===== config.mk =====
export PLATFORM = sky130hd
export DESIGN_NAME = cggf_fifo
export DESIGN_NICKNAME = d
export VERILOG_FILES = /design/src/sv/cggf_fifo.sv
export SDC_FILE = /design/constraint.sdc
export NUM_CORES = 1
export LEC_CHECK = 0
export BUFFER_PORTS_ARGS = -buffer_cell sky130_fd_sc_hd__buf_2
export CAP_MARGIN = 20
export CORE_UTILIZATION = 43
export CTS_BUF_LIST = sky130_fd_sc_hd__clkbuf_16
export CTS_CLUSTER_SIZE = 20
export DETAILED_ROUTE_END_ITERATION = 16
export PLACE_DENSITY = 0.7
export SLEW_MARGIN = 25
export SYNTH_ARGS = -nofsm -noshare
export SYNTH_HDL_FRONTEND = slang
export SYNTH_SLANG_ARGS = --single-unit
export TNS_END_PERCENT = 10

===== constraint.sdc =====
create_clock -name i_clk -period 1.4 [get_ports i_clk]
set_input_delay 0.14 -clock i_clk [delete_from_list [all_inputs] [get_ports i_clk]]
set_output_delay 0.14 -clock i_clk [all_outputs]
set_load 0.05 [all_outputs]

===== src/sv/cggf_fifo.sv =====
// small first-in first-out queue of words
module cggf_fifo #(
    parameter int WIDTH = 8,
    parameter int DEPTH = 2
) (
    input  logic             i_clk,
    input  logic             i_rst_n,
    input  logic             i_push,
    input  logic [WIDTH-1:0] i_data,
    output logic             o_full,
    output logic             o_empty,
    input  logic             i_pop,
    output logic [WIDTH-1:0] o_data
);
    localparam int AW = (DEPTH > 1) ? $clog2(DEPTH) : 1;
    localparam int CW = $clog2(DEPTH + 1);
    localparam logic [AW-1:0] LAST = AW'(DEPTH - 1);

    logic [WIDTH-1:0] r_mem [DEPTH];
    logic [AW-1:0]    r_wptr, r_rptr;
    logic [CW-1:0]    r_count;
    logic             do_push, do_pop;

    assign o_full  = (r_count == CW'(DEPTH));
    assign o_empty = (r_count == '0);
    assign do_push = i_push & ~o_full;
    assign do_pop  = i_pop & ~o_empty;
    assign o_data  = r_mem[r_rptr];

    always_ff @(posedge i_clk) begin
        if (!i_rst_n) begin
            r_wptr  <= '0;
            r_rptr  <= '0;
            r_count <= '0;
        end else begin
            if (do_push) begin
                r_wptr <= (r_wptr == LAST) ? '0 : r_wptr + 1'b1;
            end
            if (do_pop) begin
                r_rptr <= (r_rptr == LAST) ? '0 : r_rptr + 1'b1;
            end
            if (do_push && !do_pop) begin
                r_count <= r_count + 1'b1;
            end else if (!do_push && do_pop) begin
                r_count <= r_count - 1'b1;
            end
        end
    end

    always_ff @(posedge i_clk) begin
        if (do_push) begin
            r_mem[r_wptr] <= i_data;
        end
    end
endmodule


==> Word level (Yosys, flattened, before mapping) <==
Memories as Yosys holds them, arrays and structs flattened. A register that Yosys moved wholly into a read port is not among the register bits.
Cells that the tools add are included.
{ "word_totals": {"n_memories": 1, "reg_bits": 4, "output_inout_bits": 10, "ramBits": 16} }
{ "mem_list": {"columns": ["name", "words", "width", "rd", "rd_ports_with_merged_regs", "write_ports", "line", "rtl"], "rows": [
  ["r_mem", 2, 8, 1, 1, 1, "19", "logic [WIDTH-1:0] r_mem [DEPTH];"]
]} }
{ "classes": {"n_bitwise": 4, "mux": 8, "n_addsub": 4, "n_eq_ne": 1, "n_reduce_logical": 6} }
{ "ops": {"columns": ["cell", "count"], "rows": [
  ["$mux W1", 6],
  ["$mux W2", 2],
  ["$add A1 B1 Y1 const B", 2],
  ["$add A2 B1 Y2 const B", 1],
  ["$and A1 B1 Y1", 2],
  ["$eq A2 B2 Y1 const B", 1],
  ["$logic_and A1 B1 Y1", 2],
  ["$logic_not A1 Y1", 2],
  ["$logic_not A2 Y1", 1],
  ["$not A1 Y1", 2],
  ["$reduce_bool A2 Y1", 1],
  ["$sub A2 B1 Y2 const B", 1]
]} }

==> Logic depth before layout (Yosys ltp) <==
{ "depth": {"depth_word": 7, "mapped_depth": 7} }

==> Least setup slack after synthesis <==
OpenSTA, ideal clock, no wires.
{ "synth_timing": {"path_type": "reg-to-reg", "from": "reg r_count[0]", "to": "reg r_count[1]", "setup_ps": 70, "synth_period_minus_slack_ps": 1629, "required_time_ps": 1330, "slack_ps": -229, "stages_incl_launch_ff": 7, "t_arrival_ps": 1559, "path_cell_list": "dfxtp_1 > nand2b_1 > inv_2 > nor2_1 > ha_1 > or3_1 > a21boi_1"} }
{ "synth_between": {"elab_chain_len": 6, "elab_cells_between_ends": 15, "cone_classes": "2 x add/sub; 1 x eq/ne; 2 x mux; 4 x bitwise; 6 x reduce/logical"} }
{ "synth_lines": {"columns": ["element", "line", "rtl"], "rows": [
  ["start, declared", "21", "logic [CW-1:0] r_count;"],
  ["start signal, assigned", "43", "r_count <= r_count + 1'b1;"],
  ["start signal, assigned", "45", "r_count <= r_count - 1'b1;"],
  ["$eq A2 B2 Y1 (*)", "24", "assign o_full = (r_count == CW'(DEPTH));"],
  ["net o_full", "10", "output logic o_full,"],
  ["$not A1 Y1 (*)", "26", "assign do_push = i_push & ~o_full;"],
  ["$and A1 B1 Y1 (*)", "26", null],
  ["$logic_not A1 Y1", "44", "end else if (!do_push && do_pop) begin"],
  ["$logic_and A1 B1 Y1", "44", null],
  ["$reduce_bool A2 Y1 (no line)", null, null]
]} }
Mark *: on every way through the listed nets, which the timed path passes. The rest lies on a longest branch. The select of a mux whose other input is x is not followed.
A chain may end at the register's enable or synchronous reset.

==> flow_metrics.env <==
export IMPL_status="complete, no violations"
export IMPL_core_um2=1750
export IMPL_hold_violations=0
export IMPL_dp_hpwl_um=901
export IMPL_p_sw_uw=942
export IMPL_critical_path_required_ns=1.26
export IMPL_cts_made_buffers=3
export IMPL_cp_arrival_ns=1.25
export IMPL_drc=0
export IMPL_yosysWarnings=0
export IMPL_grt_pass1_vias=459
export IMPL_cts_root_buf="clkbuf_16"
export IMPL_comb_power_share_pct=44.0
export IMPL_clock_fmax_mhz=719
export IMPL_io_buffers=21
export IMPL_worst_clock_skew_ns=0.00160
export IMPL_utilization_pct=66.0
export IMPL_clock_sinks=21
export IMPL_grtUsageTotal_pct=15.2
export IMPL_mostFrequentLayoutCells="buf_2, edfxtp_1, buf_4"
export IMPL_instances_no_fill=107
export IMPL_register_area_um2=586
export IMPL_grt_util_met1_pct=18.3
export IMPL_sw_frac_of_total_pct=36.3
export IMPL_dr_pass1_iters=3
export IMPL_timing_slew_headroom_pct=73.3
export IMPL_initialDrtViolationCount=6
export IMPL_p_leak_nw=0.461
export IMPL_tritoncts="done"
export IMPL_n_antenna_cell=0
export IMPL_maxCapViolations=0
export IMPL_finalCritPeriodShare_pct=99.3
export IMPL_worst_ir_drop_vdd_v=0.00137
export IMPL_place_inst=101
export IMPL_pwr_share_clk_pct=22.5
export IMPL_gp_congestion=0.665
export IMPL_syn2layout_area_growth_pct=42.3
export IMPL_ios=22
export IMPL_grt_pass1_wl_um=2040
export IMPL_clock_latency_ns=0.25
export IMPL_maxSlewViolCount=0
export IMPL_reg2reg_from="r_count[0]$_SDFFE_PN0P_"
export IMPL_grt_setup_unrepaired="yes"
export IMPL_die_x_um=45.4
export IMPL_power_density_nw_per_um2=2250
export IMPL_postSynthAreaPerCell_um2=16.2
export IMPL_setup_viol=0
export IMPL_grt_max_degree=13
export IMPL_fillCellCount=143
export IMPL_min_from="i_data[7]"
export IMPL_die_area_um2=2060
export IMPL_antenna_found_initial=0
export IMPL_die_height_um=45.4
export IMPL_syn_inst=50
export IMPL_startpoint_type="register"
export IMPL_synth_top_area_share_pct=59.4
export IMPL_multi_input_area_um2=255
export IMPL_seq_area_frac_synth_pct=71.7
export IMPL_grt_overflow=0
export IMPL_post_drt_via_cell_ratio=4.56
export IMPL_p_seq_share_pct=33.5
export IMPL_post_route_min_period_ns=1.39
export IMPL_grt_use_met3_pct=3.57
export IMPL_synth_largest_area_cell="edfxtp_1"
export IMPL_ant_nets=0
export IMPL_synth_seq_cells=21
export IMPL_syn_nets=63
export IMPL_ys_top_cells_by_area="edfxtp_1, dfxtp_1, mux2_2"
export IMPL_worst_hold_path_type="input pin to register"
export IMPL_routed_via_count=488
export IMPL_grtUsageMet2_pct=23.7
export IMPL_synth_area_um2=810
export IMPL_cp_end_kind="output pin"
export IMPL_initial_core_util_pct=46.4
export IMPL_crit_type="register to output pin"
export IMPL_drive_above_1_share_pct=61.0
export IMPL_drt_wl_total_um=1390
export IMPL_ys_types=20
export IMPL_nets=96
export IMPL_grt_busiest_layer="met2"
export IMPL_h_tree_depth=1
export IMPL_row_count=15
export IMPL_tightest_slew_ns=0.401
export IMPL_p_int_mw=1.65
export IMPL_detail_route_wl_per_cell_um=13.0
export IMPL_clk_pin_slew_worst_paths_ns=0.05
export IMPL_cts_buffer_depth=2
export IMPL_worstPathMaxFanout=5
## final cells by class
class / count / area share (%)
Timing Repair Buffer: 29 / 16.1
Clock buffer: 3 / 6.51
Clock inverter: 1 / 0.434
Sequential cell: 21 / 50.8
Tap cell: 25 / 2.71
Multi-Input combinational cell: 26 / 22.1
Inverter: 2 / 1.30
## per-stage QoR
step	hold slack [ns]	setup slack, ns	cell area (um2)	TNS (ns)	power, mW
6_report	0.0760	0.00980	1150	0	2.59
5_1_grt	0.0759	-0.0599	1150	-0.172	2.70
4_1_cts	0.0747	-0.000248	1140	-0.000248	2.57
3_5_place_dp	0.331	-0.0440	1010	-0.0440	1.87
3_3_place_gp	0.328	-0.00291	1010	-0.00291	1.86
2_1_floorplan	0.239	-0.0462	831	-0.0462	1.62
## flip-flops by register name, indices dropped and copies added, names as in the netlist, named ones only
| name | flops |
|---|---|
| r_rptr | 1 |
| r_wptr | 1 |
| r_mem | 16 |
| r_count | 2 |
## repair_timing
action | 4_1_cts | 5_1_grt
hold buffers | 0 | 0
gates resized for setup | 11 | 2
setup buffers | 2 | 0
pin swaps | 2 | 1
endpoints found under the setup margin | 6 | 9
## Yosys cell counts, drive strengths merged
cell	instances
and3	1
a21boi	2
dfxtp	5
mux2	8
xor2	1
buf	1
xnor2	2
nor3	1
o21ai	2
inv	2
edfxtp	16
nand2b	1
nor2	2
ha	1
o21a	1
and2	3
or3	1
## kinds of logic after synthesis
family                   synth area share (%)
flip-flops                               71.7
AND/OR/NAND/NOR                          6.80
multiplexers                             11.1
AO/OA/AOI/OAI                            4.02
XOR/XNOR                                 3.25
buffers and inverters                    1.54
adder cells (fa/ha/maj)                  1.55
## metal layers
metal / wire length, um / vias to the layer above
li1: - / 246
met1: 602 / 230
met2: 718 / 10
met3: 46 / 2
met4: 19 / 0
met5: 0 / -
## worst paths after layout
path              cells after the start                      end  slack, ns
setup / recovery                      3                o_data[1]       0.01
hold / removal                        1    r_mem[1][7]$_DFFE_PP_       0.08
setup reg to reg                      7  r_count[1]$_SDFFE_PN0P_       0.01
hold reg to reg                       2  r_count[1]$_SDFFE_PN0P_       0.52
## worst max-delay path, cell delays in order (launching register included)
cell and delay (ns):
dfxtp_1 0.33, buf_4 0.15, mux2_2 0.33, buf_4 0.19
## power groups by stage
stage	clock network, mW	registers [mW]	logic, mW
6_report	0.583	0.869	1.14
5_1_grt	0.614	0.882	1.20
4_1_cts	0.589	0.869	1.11
3_5_place_dp	0	0.876	0.998
3_3_place_gp	0	0.869	0.987
2_1_floorplan	0	0.860	0.762
(Power assumes the default switching activity.)
