### config.mk
export PLATFORM = sky130hd
export DESIGN_NAME = cggf_front
export DESIGN_NICKNAME = d
export VERILOG_FILES = /design/src/sv/cggf_pkg.sv /design/src/sv/cggf_front.sv
export SDC_FILE = /design/constraint.sdc
export NUM_CORES = 1
export LEC_CHECK = 0
export BUFFER_PORTS_ARGS = -buffer_cell sky130_fd_sc_hd__buf_4
export CAP_MARGIN = 0
export CELL_PAD_IN_SITES_DETAIL_PLACEMENT = 0
export CELL_PAD_IN_SITES_GLOBAL_PLACEMENT = 2
export CORE_ASPECT_RATIO = 1.1
export CORE_UTILIZATION = 40
export DETAILED_ROUTE_END_ITERATION = 12
export PLACE_DENSITY = 0.82
export SLEW_MARGIN = 20
export SYNTH_ARGS = -nofsm -noshare
export SYNTH_HDL_FRONTEND = slang
export SYNTH_SLANG_ARGS = --single-unit
### constraint.sdc
create_clock -name i_clk -period 8 [get_ports i_clk]
set_input_delay 0.8 -clock i_clk [delete_from_list [all_inputs] [get_ports i_clk]]
set_output_delay 0.8 -clock i_clk [all_outputs]
set_load 0.02 [all_outputs]
### src/sv/cggf_pkg.sv
// shared types, codes and constant helpers of the coarse grid gravity field
package cggf_pkg;

    localparam int IDX_W = 16;
    localparam int OFS_W = 6;
    localparam int RAD_W = 5;
    localparam int KX_W  = 35;

    localparam logic [1:0] ACT_MOVE   = 2'd0;
    localparam logic [1:0] ACT_RECOMP = 2'd1;
    localparam logic [1:0] ACT_QUERY  = 2'd2;

    localparam logic [1:0] CFG_CELL_SPAN = 2'd0;
    localparam logic [1:0] CFG_THRESHOLD = 2'd1;
    localparam logic [1:0] CFG_RADIUS    = 2'd2;
    localparam logic [1:0] CFG_GAIN      = 2'd3;

    localparam logic signed [47:0] F48_MAX = 48'sh7FFF_FFFF_FFFF;
    localparam logic signed [47:0] F48_MIN = 48'sh8000_0000_0000;

    typedef struct packed {
        logic [1:0]  action;
        logic [9:0]  pos_x;
        logic [9:0]  pos_y;
        logic [9:0]  prev_x;
        logic [9:0]  prev_y;
        logic        prev_valid;
        logic [15:0] particle_mass;
    } t_in;

    typedef struct packed {
        logic signed [47:0] force_x;
        logic signed [47:0] force_y;
    } t_out;

    typedef struct packed {
        logic [1:0]       action;
        logic [IDX_W-1:0] new_idx;
        logic             new_ok;
        logic [IDX_W-1:0] old_idx;
        logic             old_ok;
        logic [15:0]      mass;
    } t_cmd;

    // floor(2^30 / d^3) with d^2 = a^2 + b^2, found bit by bit
    function automatic logic [30:0] inv_cube(int a, int b);
        logic [127:0] d6;
        logic [127:0] t;
        logic [30:0]  r;
        int           d2;
        d2 = a * a + b * b;
        d6 = 128'(d2) * 128'(d2) * 128'(d2);
        r  = '0;
        if (d2 != 0) begin
            for (int k = 30; k >= 0; k--) begin
                t = 128'(r | (31'd1 << k));
                if (t * t * d6 <= (128'd1 << 60)) begin
                    r = r | (31'd1 << k);
                end
            end
        end
        return r;
    endfunction

endpackage

### src/sv/cggf_front.sv
// front end: takes a word, divides positions by the cell span, builds a command
module cggf_front import cggf_pkg::*; #(
    parameter int GRID_W = 64,
    parameter int GRID_H = 64
) (
    input  logic       i_clk,
    input  logic       i_rst_n,
    input  logic       i_take,
    input  t_in        i_item,
    input  logic [4:0] i_cell_span,
    input  logic       i_q_full,
    output logic       o_busy,
    output logic       o_push,
    output t_cmd       o_cmd
);
    localparam logic [1:0] F_IDLE = 2'd0;
    localparam logic [1:0] F_DIV  = 2'd1;
    localparam logic [1:0] F_PUSH = 2'd2;

    logic [1:0] r_state, n_state;
    t_in        r_item;
    logic [4:0] r_div;
    logic [2:0] r_step, n_step;
    logic [9:0] r_num [4];
    logic [9:0] r_quo [4];
    logic [5:0] r_rem [4];
    logic [9:0] n_num [4];
    logic [9:0] n_quo [4];
    logic [5:0] n_rem [4];
    logic [3:0] ok;
    logic [IDX_W-1:0] idx_n, idx_o;

    // two quotient bits per cycle on each of the four coordinates
    always_comb begin
        for (int l = 0; l < 4; l++) begin
            n_num[l] = r_num[l];
            n_quo[l] = r_quo[l];
            n_rem[l] = r_rem[l];
            for (int s = 0; s < 2; s++) begin
                n_rem[l] = {n_rem[l][4:0], n_num[l][9]};
                n_num[l] = {n_num[l][8:0], 1'b0};
                if (n_rem[l] >= {1'b0, r_div}) begin
                    n_rem[l] = n_rem[l] - {1'b0, r_div};
                    n_quo[l] = {n_quo[l][8:0], 1'b1};
                end else begin
                    n_quo[l] = {n_quo[l][8:0], 1'b0};
                end
            end
        end
    end

    always_comb begin
        n_state = r_state;
        n_step  = r_step;
        o_push  = 1'b0;
        case (r_state)
            F_IDLE: begin
                if (i_take) begin
                    n_state = F_DIV;
                    n_step  = '0;
                end
            end
            F_DIV: begin
                n_step = r_step + 1'b1;
                if (r_step == 3'd4) begin
                    n_state = F_PUSH;
                end
            end
            F_PUSH: begin
                if (!i_q_full) begin
                    o_push  = 1'b1;
                    n_state = F_IDLE;
                end
            end
            default: n_state = F_IDLE;
        endcase
    end

    always_ff @(posedge i_clk) begin
        if (!i_rst_n) begin
            r_state <= F_IDLE;
            r_step  <= '0;
        end else begin
            r_state <= n_state;
            r_step  <= n_step;
        end
    end

    always_ff @(posedge i_clk) begin
        if (r_state == F_IDLE && i_take) begin
            r_item   <= i_item;
            r_div    <= (i_cell_span == 5'd0) ? 5'd1 : i_cell_span;
            r_num[0] <= i_item.pos_x;
            r_num[1] <= i_item.pos_y;
            r_num[2] <= i_item.prev_x;
            r_num[3] <= i_item.prev_y;
            for (int l = 0; l < 4; l++) begin
                r_quo[l] <= '0;
                r_rem[l] <= '0;
            end
        end else if (r_state == F_DIV) begin
            for (int l = 0; l < 4; l++) begin
                r_num[l] <= n_num[l];
                r_quo[l] <= n_quo[l];
                r_rem[l] <= n_rem[l];
            end
        end
    end

    // grid bounds and flat cell index
    always_comb begin
        for (int l = 0; l < 4; l++) begin
            ok[l] = (l % 2 == 0) ? (11'(r_quo[l]) < 11'(GRID_W)) : (11'(r_quo[l]) < 11'(GRID_H));
        end
        idx_n = IDX_W'(20'(r_quo[0]) + 20'(GRID_W) * 20'(r_quo[1]));
        idx_o = IDX_W'(20'(r_quo[2]) + 20'(GRID_W) * 20'(r_quo[3]));
    end

    assign o_busy        = (r_state != F_IDLE);
    assign o_cmd.action  = r_item.action;
    assign o_cmd.new_idx = idx_n;
    assign o_cmd.new_ok  = ok[0] & ok[1];
    assign o_cmd.old_idx = idx_o;
    assign o_cmd.old_ok  = r_item.prev_valid & ok[2] & ok[3];
    assign o_cmd.mass    = r_item.particle_mass;
endmodule

* After elaboration in Yosys (flattened, before gate mapping)
Memories as Yosys holds them, arrays and structs flattened.
Index checks and enable logic that the tools add are counted.
** Storage, ports and cells
- Flip-flop bits (word level) :: 29
- Memory bits (writable) :: 104
- Output and inout port bits :: 54
- Memories :: 3
** Memory list
- r_num :: words 4, bits a word 10, read ports 4, clocked after memory_dff 0, write ports 4, line cggf_front.sv:24 : logic [9:0] r_num [4];
- r_quo :: words 4, bits a word 10, read ports 4, clocked after memory_dff 0, write ports 4, line cggf_front.sv:25 : logic [9:0] r_quo [4];
- r_rem :: words 4, bits a word 6, read ports 4, clocked after memory_dff 0, write ports 4, line cggf_front.sv:26 : logic [5:0] r_rem [4];
** Operators by class
- Add/sub/neg operators :: 11
- Magnitude comparators :: 12
- Eq/ne operators :: 6
- Muxes and demuxes :: 41
- Bitwise logic cells :: 15
- Reductions and logical operators :: 7
** Operator list (number)
- 10-bit two-way mux :: 8
- 6-bit by 5-bit >= comparator with 1-bit output :: 8
- 6-bit two-way mux :: 8
- 10-bit by 7-bit less-than comparator with 1-bit output, second input constant :: 4
- 10-bit by 16-bit adder with 16-bit output :: 2
- 6-bit by 5-bit subtractor with 6-bit output :: 4
- 5-bit two-way mux :: 4
- 5-bit subtractor :: 4
- 1-bit two-way mux :: 15
- 1-bit OR :: 12
- 2-bit two-way mux :: 3
- 2-bit inequality test, second input constant :: 3
- 2-bit one-hot mux with 3 select lines :: 1
- 3-bit one-hot mux with 2 select lines :: 1
- 5-bit logical NOT :: 1
- 2-bit nonzero test :: 2
- 3-bit by 1-bit adder with 3-bit output, second input constant :: 1
- 1-bit AND :: 3
- 3-bit == test, second input constant :: 1
- 3-bit two-way mux :: 1
- 3-bit AND reduction :: 1
- 2-bit by 1-bit == test with 1-bit output, second input constant :: 1
- 2-bit == test, second input constant :: 1
- 2-bit logical NOT :: 1
- other kinds (2) :: 2

* Logic depth before layout (Yosys ltp)
Gate-level depths: netlist (run 1).
An unclocked memory read counts as a cell.
- Word-level depth :: 6
- Depth in mapped cells :: 16
- Mapped depth without buffers :: 15

* Worst setup path after synthesis (run 1)
Ideal clock, no wire load.
- Path type :: flip-flop to flip-flop
- Start point :: reg r_div[1]
- End point :: mem r_rem[0][2], data pin
- Setup time :: 0.256 ns
- Arrival :: 3.390 ns
- Slack :: 4.354 ns
- Cell stages (with the launch flop) :: 12
- Path buffers :: 0
- Clock period less this slack :: 3.646 ns
- Cells stage by stage :: edfxtp_1 -> inv_1 -> fa_1 -> a211oi_1 -> nor2_1 -> o211a_1 -> or2_2 -> ha_1 -> or3_1 -> a32oi_2 -> nor3_1 -> a31o_2
** RTL lines
- start, declared :: line cggf_front.sv:22 : logic [4:0] r_div;
- start signal, assigned :: line cggf_front.sv:92 : r_div <= (i_cell_span == 5'd0) ? 5'd1 : i_cell_span;
- end, declared :: line cggf_front.sv:26

==> impl_metrics.env, run 1 <==
export IMPL_synth_seq_cells=129
export IMPL_clk_pin_slew_ns=0.06
export IMPL_grt_pass1_wl_mm=26.45
export IMPL_grt_max_degree=67
export IMPL_clock_latency_ns=0.42
export IMPL_fin_crit_ns=4.294
export IMPL_synth_distinct_cells=62
export IMPL_critical_path_class="flip-flop to flip-flop"
export IMPL_syn_cell_area_um2=7525
export IMPL_die_area_um2=19370
export IMPL_crit_arrival_ns=4.52
export IMPL_fin_crit_sh_pct=53.68
export IMPL_crit_buf_inv=1
export IMPL_critPathMostFrequentCell="a211oi_1"
export IMPL_coreArea_um2=18410
export IMPL_hpwl_mm=11.30
export IMPL_final_layout_size_suffix_gt1_share_pct=23.25
export IMPL_synth_warning_count=0
export IMPL_vias=5256
export IMPL_nNetsFinal=885
export IMPL_tightest_slew_ns=1.069
export IMPL_crit_chain="inv_1 -> fa_1 -> a211oi_1 -> o21ai_1 -> o211a_1 -> or2_2 -> ha_1 -> or3_1 -> a32oi_1 -> nor2_1 -> a211oi_1"
export IMPL_die_w_um=132.8
export IMPL_yosys_area_top_type="edfxtp_1"
export IMPL_synth_async_reset_ratio_pct=0
export IMPL_peakVddDrop_mv=0.1445
export IMPL_min_from="r_num[1][1]$_SDFFE_PP0P_"
export IMPL_gp_congestion=0.8211
export IMPL_worstHoldPathType="flip-flop to flip-flop"
export IMPL_leakage_uw=0.003790
export IMPL_clockBufferDepth=2
export IMPL_postPlaceCellArea_um2=8442
export IMPL_cts_htree_levels=4
export IMPL_ios=122
export IMPL_first_iter_violations=307
export IMPL_start_kind="flip-flop"
export IMPL_slowest_delay_ns=0.72
export IMPL_syn_inst=670
export IMPL_reg2reg_from="r_div[1]$_SDFFCE_PN0P_"
export IMPL_track_usage_pct=17.49
export IMPL_slew_headroom_pct=28.64
export IMPL_slew_violations=0
export IMPL_swShare_pct=35.24
export IMPL_cts_buffers=17
export IMPL_fmax_mhz=232.9
export IMPL_p_sw_uw=963.0
export IMPL_synth_seq_area_share_pct=50.02
export IMPL_cts_resized=0
export IMPL_wl_mm=15.99
export IMPL_synth_top_area_share_pct=47.09
export IMPL_p_clk_share_pct=27.1
export IMPL_cp_required_ns=8.22
export IMPL_cp_top_family="compound AO/OA/AOI/OAI gates"
export IMPL_synthFlopType="edfxtp_1"
export IMPL_end_kind="flip-flop"
export IMPL_worstPathMaxFanout=16
export IMPL_diodes=0
export IMPL_cts_root_buf="clkbuf_16"
export IMPL_rows=52
export IMPL_die_h_um=145.9
export IMPL_route_detailed_drc=0
export IMPL_setup_tns_ns=0
export IMPL_syn2layout_area_growth_pct=19.72
export IMPL_seqPwrFrac_pct=33.9
export IMPL_setup_worst_path_start="r_div[1]$_SDFFCE_PN0P_"
export IMPL_finClkSkew_ns=0.008575
export IMPL_numPortBuffers=121
export IMPL_avgViaCountPerCell=5.189
export IMPL_cts_sinks=129
export IMPL_postCtsHoldBufs=0
export IMPL_synth_edf_count=118
export IMPL_overflow=0
export IMPL_firstDrtPassIters=5
export IMPL_grt_setup_unrepaired="no"
export IMPL_slowest_stage="a32oi_1"
export IMPL_setup_viol=0
export IMPL_finalHoldViolCount=0
export IMPL_n_fill_cell=1681
export IMPL_grt_pass1_vias=5417
export IMPL_pwr_share_comb_pct=39.0
export IMPL_cts_setup_buffers=0
export IMPL_status="complete, no violations"
export IMPL_wl_per_cell_um=15.78
export IMPL_initial_core_util_pct=40.87
export IMPL_cts_tree="done"
export IMPL_dp_cells=981
export IMPL_max_cap_violations=0
export IMPL_grt_antenna_before_repair=0
export IMPL_power_density_nw_per_um2=303.3
export IMPL_fin_area_um2=9009
export IMPL_fin_cells=1013
export IMPL_synth_area_leaders="edfxtp_1 (47%), ha_1 (8.3%), buf_4 (3.0%)"
export IMPL_syn_nets=798
export IMPL_ant_nets=0
export IMPL_cell_internal_pwr_uw=1769
export IMPL_syn_avg_cell_area_um2=11.23
-- routing by layer --
metal	part of all wire, %	vias up	global-route usage, %
li1	-	2593	-
met3	4.8	19	4.075
met1	44	2515	20.59
met2	50	129	31.11
met4	1.3	0	5.977
met5	0	-	0
-- cell families after synthesis --
group	count (synthesis)	share of synthesized area, %
compound gates	147	14.02
flops	129	50.02
buf+inv	99	6.551
mux	11	1.663
xor+xnor	31	3.608
fa+ha+maj	60	10.97
simple gates	193	13.17
-- final cells by class --
class                      count  area (um^2)  share of cell area [%]
clock buffer                  21        460.4                   5.111
clock inverter                11        106.4                   1.181
inverter                      44        165.2                   1.833
multi-input combinational    442         3286                   36.47
sequential                   129         3764                   41.78
tap                          243        304.0                   3.375
timing repair buffer         123        923.4                   10.25
-- flip-flops by register name, indices dropped and copies added (netlist names) --
register  count
r_step        3
r_rem        20
r_num        40
r_state       2
r_quo        40
o_cmd        18
r_item        1
r_div         5
-- worst min-delay path, stage by stage, from the launching register on --
cell	delay, ns
dfxtp_1	0.31
nand2_1	0.05
a21oi_1	0.05
-- cells in the mapped netlist, drive strengths merged (11+ instances only) --
| master | instances |
|---|---|
| a21o | 11 |
| a21oi | 29 |
| a22o | 24 |
| and2 | 32 |
| buf | 36 |
| clkbuf | 19 |
| dfxtp | 11 |
| edfxtp | 118 |
| ha | 50 |
| inv | 44 |
| nand2 | 55 |
| nand3 | 16 |
| nor2 | 32 |
| o21ai | 31 |
| xnor2 | 17 |
| xor2 | 14 |
-- stage by stage --
stage | hold slack [ns] | util, % | total power (uW) | worst slack (ns)
floorplan | 0.4360 | - | 1750 | 4.354
global placement | 0.4417 | 45.85 | 1988 | 3.752
detailed placement | 0.4462 | 45.85 | 2002 | 3.697
CTS | 0.4546 | 48.93 | 2754 | 3.650
global route | 0.4726 | 48.93 | 2919 | 3.270
finish | 0.4531 | 48.93 | 2732 | 3.706
-- power by group through the flow --
stage	Combinational (uW)	Clock, uW	Sequential, uW
2_1_floorplan	831	0	918
3_3_place_gp	1050	0	937
3_5_place_dp	1060	0	940
4_1_cts	1070	756	927
5_1_grt	1190	788	939
6_report	1060	742	926
-- cells in the final DEF (no fill, tap or decap), types with 4 or more instances in the layout --
cell / netlist / layout
a211oi_1: 5 / 5
a21o_1: 10 / 10
a21oi_1: 29 / 29
a22o_1: 24 / 24
and2_1: 31 / 31
and3_1: 5 / 5
buf_4: 30 / 123
clkbuf_16: 0 / 17
dfxtp_1: 11 / 11
edfxtp_1: 118 / 118
fa_1: 10 / 10
ha_1: 50 / 50
inv_1: 44 / 43
mux2_2: 4 / 4
mux2i_1: 5 / 5
nand2_1: 55 / 54
nand2b_1: 9 / 8
nand3_1: 16 / 16
nand3b_1: 5 / 5
nand4_1: 4 / 4
nor2_1: 31 / 31
nor2b_1: 6 / 5
nor3_1: 7 / 7
nor3b_1: 5 / 5
o211ai_1: 5 / 5
o21a_1: 7 / 7
o21ai_0: 29 / 29
o31ai_1: 5 / 5
or2_2: 4 / 4
or3_1: 6 / 6
xnor2_1: 17 / 17
xor2_1: 14 / 14
-- worst paths after layout --
check	endpoint	slack (ns)	cells after the start
setup / recovery	r_rem[1][2]$_SDFFCE_PN0P_	3.71	11
hold / removal	r_num[1][1]$_SDFFE_PP0P_	0.45	2
setup reg to reg	r_rem[1][2]$_SDFFCE_PN0P_	3.71	11
hold reg to reg	r_num[1][1]$_SDFFE_PP0P_	0.45	2
Power figures use the tool's default switching activity.
==> run 2, diff against run 1 <==
ABC_AREA = 1   (was unset)
CORE_UTILIZATION = 32   (was 40)
PLACE_DENSITY = 0.74   (was 0.82)
clock period = 3.7 ns   (was 8 ns; I/O delays follow)
==> run 2 against run 1 <==
Non-clock buffer count is 9 higher. Clock-buffer cell count down 4. Sequential share of layout area fell by 2.5 points. Design area rose by 6.3%. Synthesized cell count grew 28%. Die area grew 31%. Cell count rose by 26%. Global-route usage down 2.5 points. Worst hold slack got worse by 0.32 ns. Setup slack worse by 3.3 ns.
==> impl_metrics.env, run 2 <==
export IMPL_status="complete, no violations"
export IMPL_grt_antenna_before_repair=0
export IMPL_die_h_um=166.7
export IMPL_hpwl_mm=13.44
export IMPL_final_cell_mix="nand2_1 (179), buf_4 (131), inv_1 (125)"
export IMPL_fin_crit_sh_pct=89.90
export IMPL_ys_top_cells_by_count="nand2_1 (179), inv_1 (126), edfxtp_1 (118)"
export IMPL_synth_top_area_share_pct=44.91
export IMPL_synth_area_leaders="edfxtp_1 (45%), nand2_1 (8.5%), ha_1 (7.9%)"
export IMPL_yosys_area_top_type="edfxtp_1"
export IMPL_rr_worst_depth=18
export IMPL_synth_seq_area_share_pct=47.70
export IMPL_hold_path_depth=1
export IMPL_synth_edf_count=118
export IMPL_final_common_cell="nand2_1"
export IMPL_worstPathMaxFanout=8
export IMPL_grt_max_degree=56
export IMPL_slew_headroom_pct=35.27
export IMPL_die_w_um=151.7
export IMPL_syn_avg_cell_area_um2=9.207
export IMPL_holdPathEnd="o_cmd[14]$_DFFE_PP_"
export IMPL_grt_setup_unrepaired="no"
export IMPL_cts_htree_levels=4
export IMPL_wl_per_cell_um=14.05
export IMPL_fin_cells=1278
export IMPL_synth_async_reset_ratio_pct=0
export IMPL_grt_pass1_vias=5726
export IMPL_route_detailed_drc=0
export IMPL_firstDrtPassIters=4
export IMPL_clockBufferDepth=2
export IMPL_cts_resized=0
export IMPL_reg_top3="r_num x40, r_quo x40, r_rem x20"
export IMPL_syn_nets=985
export IMPL_rrSetupSlack_ns=0.37
export IMPL_nNetsFinal=1088
export IMPL_wl_mm=17.96
export IMPL_coreArea_um2=23920
export IMPL_cts_tree="done"
export IMPL_cts_setup_buffers=0
export IMPL_fin_crit_ns=3.326
export IMPL_clk_pin_slew_ns=0.06
export IMPL_ios=122
export IMPL_gp_congestion=0.7891
export IMPL_synthFlopType="edfxtp_1"
export IMPL_fmax_mhz=300.6
export IMPL_max_cap_violations=0
export IMPL_slew_violations=0
export IMPL_postCtsHoldBufs=0
export IMPL_p_total_uw=6581
export IMPL_cp_required_ns=3.87
export IMPL_critical_path_class="flip-flop to flip-flop"
export IMPL_avgViaCountPerCell=4.479
export IMPL_power_density_nw_per_um2=687.3
export IMPL_grt_pass1_wl_mm=28.89
export IMPL_setup_tns_ns=0
export IMPL_cts_buffers=17
export IMPL_n_fill_cell=2438
export IMPL_start_kind="flip-flop"
export IMPL_vias=5724
export IMPL_peakVddDrop_mv=0.3605
export IMPL_reg2reg_from="r_div[0]$_SDFFCE_PN1P_"
export IMPL_finClkSkew_ns=0.006152
export IMPL_diodes=0
export IMPL_cts_sinks=129
export IMPL_syn2layout_area_growth_pct=21.34
export IMPL_numPortBuffers=121
export IMPL_clock_latency_ns=0.41
export IMPL_ant_nets=0
export IMPL_min_from="i_item[14]"
export IMPL_synth_warning_count=0
export IMPL_final_layout_size_suffix_gt1_share_pct=21.07
export IMPL_rows=59
export IMPL_cts_root_buf="clkbuf_16"
export IMPL_die_area_um2=25290
export IMPL_syn_inst=857
export IMPL_synth_seq_cells=129
export IMPL_worstHoldPathType="primary input to flip-flop"
export IMPL_yosysMostFrequentCell="nand2_1"
export IMPL_syn_cell_area_um2=7890
export IMPL_setup_viol=0
export IMPL_synth_distinct_cells=36
export IMPL_track_usage_pct=14.99
export IMPL_initial_core_util_pct=32.99
export IMPL_finalHoldViolCount=0
export IMPL_first_iter_violations=226
export IMPL_end_kind="flip-flop"
export IMPL_crit_arrival_ns=3.49
export IMPL_overflow=0
export IMPL_leakage_uw=0.004483
export IMPL_worstReg2RegEnd="r_rem[0][1]$_SDFFCE_PN0P_"
export IMPL_dp_cells=1246
export IMPL_tightest_slew_ns=0.9695
-- run 2: per-layer routing --
| metal | vias to the layer above | track usage, % | share of wire, % |
|---|---|---|---|
| li1 | 2994 | - | - |
| met1 | 2585 | 18.73 | 46 |
| met2 | 131 | 23.89 | 46 |
| met3 | 14 | 5.781 | 7.0 |
| met4 | 0 | 4.046 | 1.1 |
| met5 | - | 0 | 0 |
-- run 2: worst max-delay path by stage --
stage,start,to
6_report,r_div[0]$_SDFFCE_PN1P_,r_rem[0][1]$_SDFFCE_PN0P_
5_1_grt,r_div[3]$_SDFFCE_PN0P_,r_rem[1][1]$_SDFFCE_PN0P_
4_1_cts,r_div[0]$_SDFFCE_PN1P_,r_rem[0][0]$_SDFFCE_PN0P_
3_5_place_dp,r_div[0]$_SDFFCE_PN1P_,r_rem[0][1]$_SDFFCE_PN0P_
3_3_place_gp,r_div[0]$_SDFFCE_PN1P_,r_quo[2][0]$_SDFFCE_PN0P_
2_1_floorplan,r_state[1]$_SDFFE_PN0P_,r_num[0][2]$_DFFE_PP_
-- run 2: final cells by class --
| class | count | area, um^2 | area share [%] |
|---|---|---|---|
| Clock buffer | 17 | 425.4 | 4.443 |
| Clock inverter | 15 | 157.7 | 1.647 |
| Inverter | 133 | 501.7 | 5.240 |
| Multi-Input combinational cell | 547 | 3341 | 34.89 |
| Sequential cell | 129 | 3764 | 39.31 |
| Tap cell | 305 | 381.6 | 3.986 |
| Timing Repair Buffer | 132 | 1003 | 10.48 |
-- run 2: kinds of logic after synthesis --
group           after synthesis  synth area share (%)
simple gates                381                 21.74
buf+inv                     181                 10.12
flops                       129                 47.70
compound gates               75                 6.534
fa+ha+maj                    60                 10.47
xor+xnor                     31                 3.441
-- run 2: worst max-delay path, stage by stage, from the launching register on --
cell      delay, ns
edfxtp_1       0.53
ha_1           0.21
inv_1          0.06
fa_1           0.41
nand3_2        0.10
nand3_1        0.08
nand2_2        0.14
nand2_2        0.11
inv_2          0.09
o21ai_2        0.08
fa_1           0.43
inv_1          0.07
nor2_1         0.05
nor2_2         0.11
nor2_1         0.06
nor2_2         0.18
nand3_2        0.19
nor2_1         0.14
nor2_1         0.05
-- run 2: stage by stage --
stage	instance area (um^2)	hold WS, ns	util, %	setup WS, ns
global route	9574	0.1002	40.03	0.03934
global placement	8991	0.4777	37.59	0.4147
detailed placement	8991	0.4889	37.59	0.3787
CTS	9574	0.1087	40.03	0.3554
floorplan	7890	0.4535	-	0.5380
finish	9574	0.1304	40.03	0.3736
-- run 2: power by group --
group	switching (uW)	internal, uW
logic	1770	1130
registers	132	1890
clock network	659	1000
==> run 3, diff against run 2 <==
PLACE_DENSITY = unset   (was 0.74)
PLACE_DENSITY_LB_ADDON = 0.1   (was unset)
==> run 3 against run 2 <==
Sequential cell count did not move. Global-route usage fell by 0.28 points. Cell count rose by 0.31%. Routed wire length down 1.4%. Power down 0.11%. Clock-buffer cell count increased by 3. Clock skew rose by 0.0028 ns. Critical path depth down 1. Non-clock buffer count rose by 4. Critical endpoint unchanged. Largest power group unchanged.
==> impl_metrics.env, run 3 (synthesis gave the netlist of run 2 again) <==
export IMPL_ios=122
export IMPL_die_h_um=166.7
export IMPL_track_usage_pct=14.71
export IMPL_multi_input_area_um2=3341
export IMPL_finalHoldViolCount=0
export IMPL_slew_headroom_pct=32.72
export IMPL_dp_cells=1247
export IMPL_wl_mm=17.71
export IMPL_final_common_cell="nand2_1"
export IMPL_start_kind="flip-flop"
export IMPL_seq_area_um2=3764
export IMPL_fin_ws_ns=0.4210
export IMPL_routed_top_layer="met4"
export IMPL_overflow=0
export IMPL_cts_resized=0
export IMPL_p_total_uw=6573
export IMPL_crit_arrival_ns=3.45
export IMPL_peakVddDrop_mv=0.3530
export IMPL_n_fill_cell=2407
export IMPL_clockBufferDepth=2
export IMPL_grt_antenna_before_repair=0
export IMPL_hpwl_mm=13.22
export IMPL_setup_tns_ns=0
export IMPL_ant_nets=0
export IMPL_cts_htree_levels=4
export IMPL_coreArea_um2=23920
export IMPL_diodes=0
export IMPL_dp_slack_ns=0.2197
export IMPL_cts_tree="done"
export IMPL_die_area_um2=25290
export IMPL_crit_chain="inv_1 -> ha_1 -> nand3_1 -> nor2_1 -> nor2_2 -> nand2_2 -> inv_2 -> o21ai_2 -> fa_1 -> inv_1 -> nor2_1 -> nor2_2 -> nor2_1 -> nor2_2 -> nand3_2 -> nor2_1 -> nor2_1"
export IMPL_met3_length_um=935
export IMPL_final_layout_size_suffix_gt1_share_pct=21.60
export IMPL_critPathMostFrequentCell="nor2_1"
export IMPL_cts_root_buf="clkbuf_16"
export IMPL_max_cap_violations=0
export IMPL_final_cell_mix="nand2_1 (179), buf_4 (135), inv_1 (125)"
export IMPL_leakage_uw=0.004514
export IMPL_grt_pass1_wl_mm=28.77
export IMPL_critical_path_class="flip-flop to flip-flop"
export IMPL_firstDrtPassIters=4
export IMPL_rrSetupSlack_ns=0.42
export IMPL_drt_met1_wl_mm=7.793
export IMPL_fin_area_um2=9614
export IMPL_route_detailed_drc=0
export IMPL_clock_latency_ns=0.41
export IMPL_postPlaceCellArea_um2=8999
export IMPL_rows=59
export IMPL_fin_crit_sh_pct=88.62
export IMPL_slew_violations=0
export IMPL_nNetsFinal=1092
export IMPL_first_iter_violations=209
export IMPL_fin_cells=1282
export IMPL_slowest_stage="fa_1"
export IMPL_vias=5796
export IMPL_end_kind="flip-flop"
export IMPL_setup_viol=0
export IMPL_tightest_slew_ns=1.008
export IMPL_postCtsHoldBufs=0
export IMPL_wl_met2_mm=8.706
export IMPL_cts_sinks=129
export IMPL_die_w_um=151.7
export IMPL_wl_per_cell_um=13.81
export IMPL_status="complete, no violations"
export IMPL_syn2layout_area_growth_pct=21.85
export IMPL_worstHoldPathType="primary input to flip-flop"
export IMPL_grt_pass1_vias=5921
export IMPL_avgViaCountPerCell=4.521
export IMPL_grt_max_degree=58
export IMPL_power_density_nw_per_um2=683.7
export IMPL_cp_required_ns=3.87
export IMPL_slowest_delay_ns=0.43
export IMPL_finClkSkew_ns=0.008904
export IMPL_gp_congestion=0.7969
export IMPL_initial_core_util_pct=32.99
export IMPL_numPortBuffers=121
export IMPL_reg_top3="r_num x40, r_quo x40, r_rem x20"
export IMPL_cts_buffers=17
export IMPL_clk_pin_slew_ns=0.06
export IMPL_worstPathMaxFanout=8
export IMPL_grt_setup_unrepaired="no"
export IMPL_fin_crit_ns=3.279
export IMPL_fmax_mhz=305.0
run 3: cell types whose count changed in the layout (fill, tap and decap cells not counted), sizes merged:
cell and change:
bufinv -2, clkbuf +3, clkinv -4, buf +4
inv +4, clkinvlp -1
run 3: stage by stage:
stage                     util, %  hold slack, ns
after floorplan                 -          0.4535
after global placement      37.62          0.4696
after detailed placement    37.62          0.4777
after CTS                   40.10          0.1022
after global routing        40.20          0.1043
final                       40.20          0.1288
run 3: worst max-delay path: cells and delay by family (launching register included):
family | cells | cell delay (ns)
and+or+nand+nor | 11 | 1.32
adders and majority gates | 2 | 0.80
buffers and inverters | 3 | 0.48
DFF | 1 | 0.35
AOI/OAI and AO/OA | 1 | 0.08
run 3: final cells by class:
class                   count  area share (%)
repair buffers            136           10.75
clock inverters            12           1.080
flip-flops and latches    129           39.15
clock buffers              20           5.088
well taps                 305           3.969
inverters                 133           5.219
multi-input cells         547           34.75
run 3: where the power goes:
group / leakage (uW) / switching, uW / internal [uW]
registers: 0.00129 / 127 / 1880
logic: 0.00293 / 1750 / 1140
clock network: 0.000297 / 696 / 979
total: 0.00451 / 2570 / 4000
run 3: worst paths after layout:
kind,from,end,cells past startpoint
worst min register to register,r_step[1]$_SDFFE_PN0P_,r_step[1]$_SDFFE_PN0P_,2
worst max-delay path,r_div[3]$_SDFFCE_PN0P_,r_rem[0][1]$_SDFFCE_PN0P_,17
worst max register to register,r_div[3]$_SDFFCE_PN0P_,r_rem[0][1]$_SDFFCE_PN0P_,17
worst min-delay path,i_item[9],o_cmd[9]$_DFFE_PP_,1
run 3: repair_timing:
| action | in CTS | in global routing |
|---|---|---|
| endpoints found under the hold margin | 0 | 0 |
| setup buffers | 0 | 3 |
| endpoints found under the setup margin | 0 | 5 |
run 3: layer usage:
metal | up-vias | global-route usage [%]
met5 | - | 0
met4 | 0 | 4.778
met3 | 17 | 4.027
met2 | 127 | 25.38
met1 | 2659 | 17.40
li1 | 2993 | -
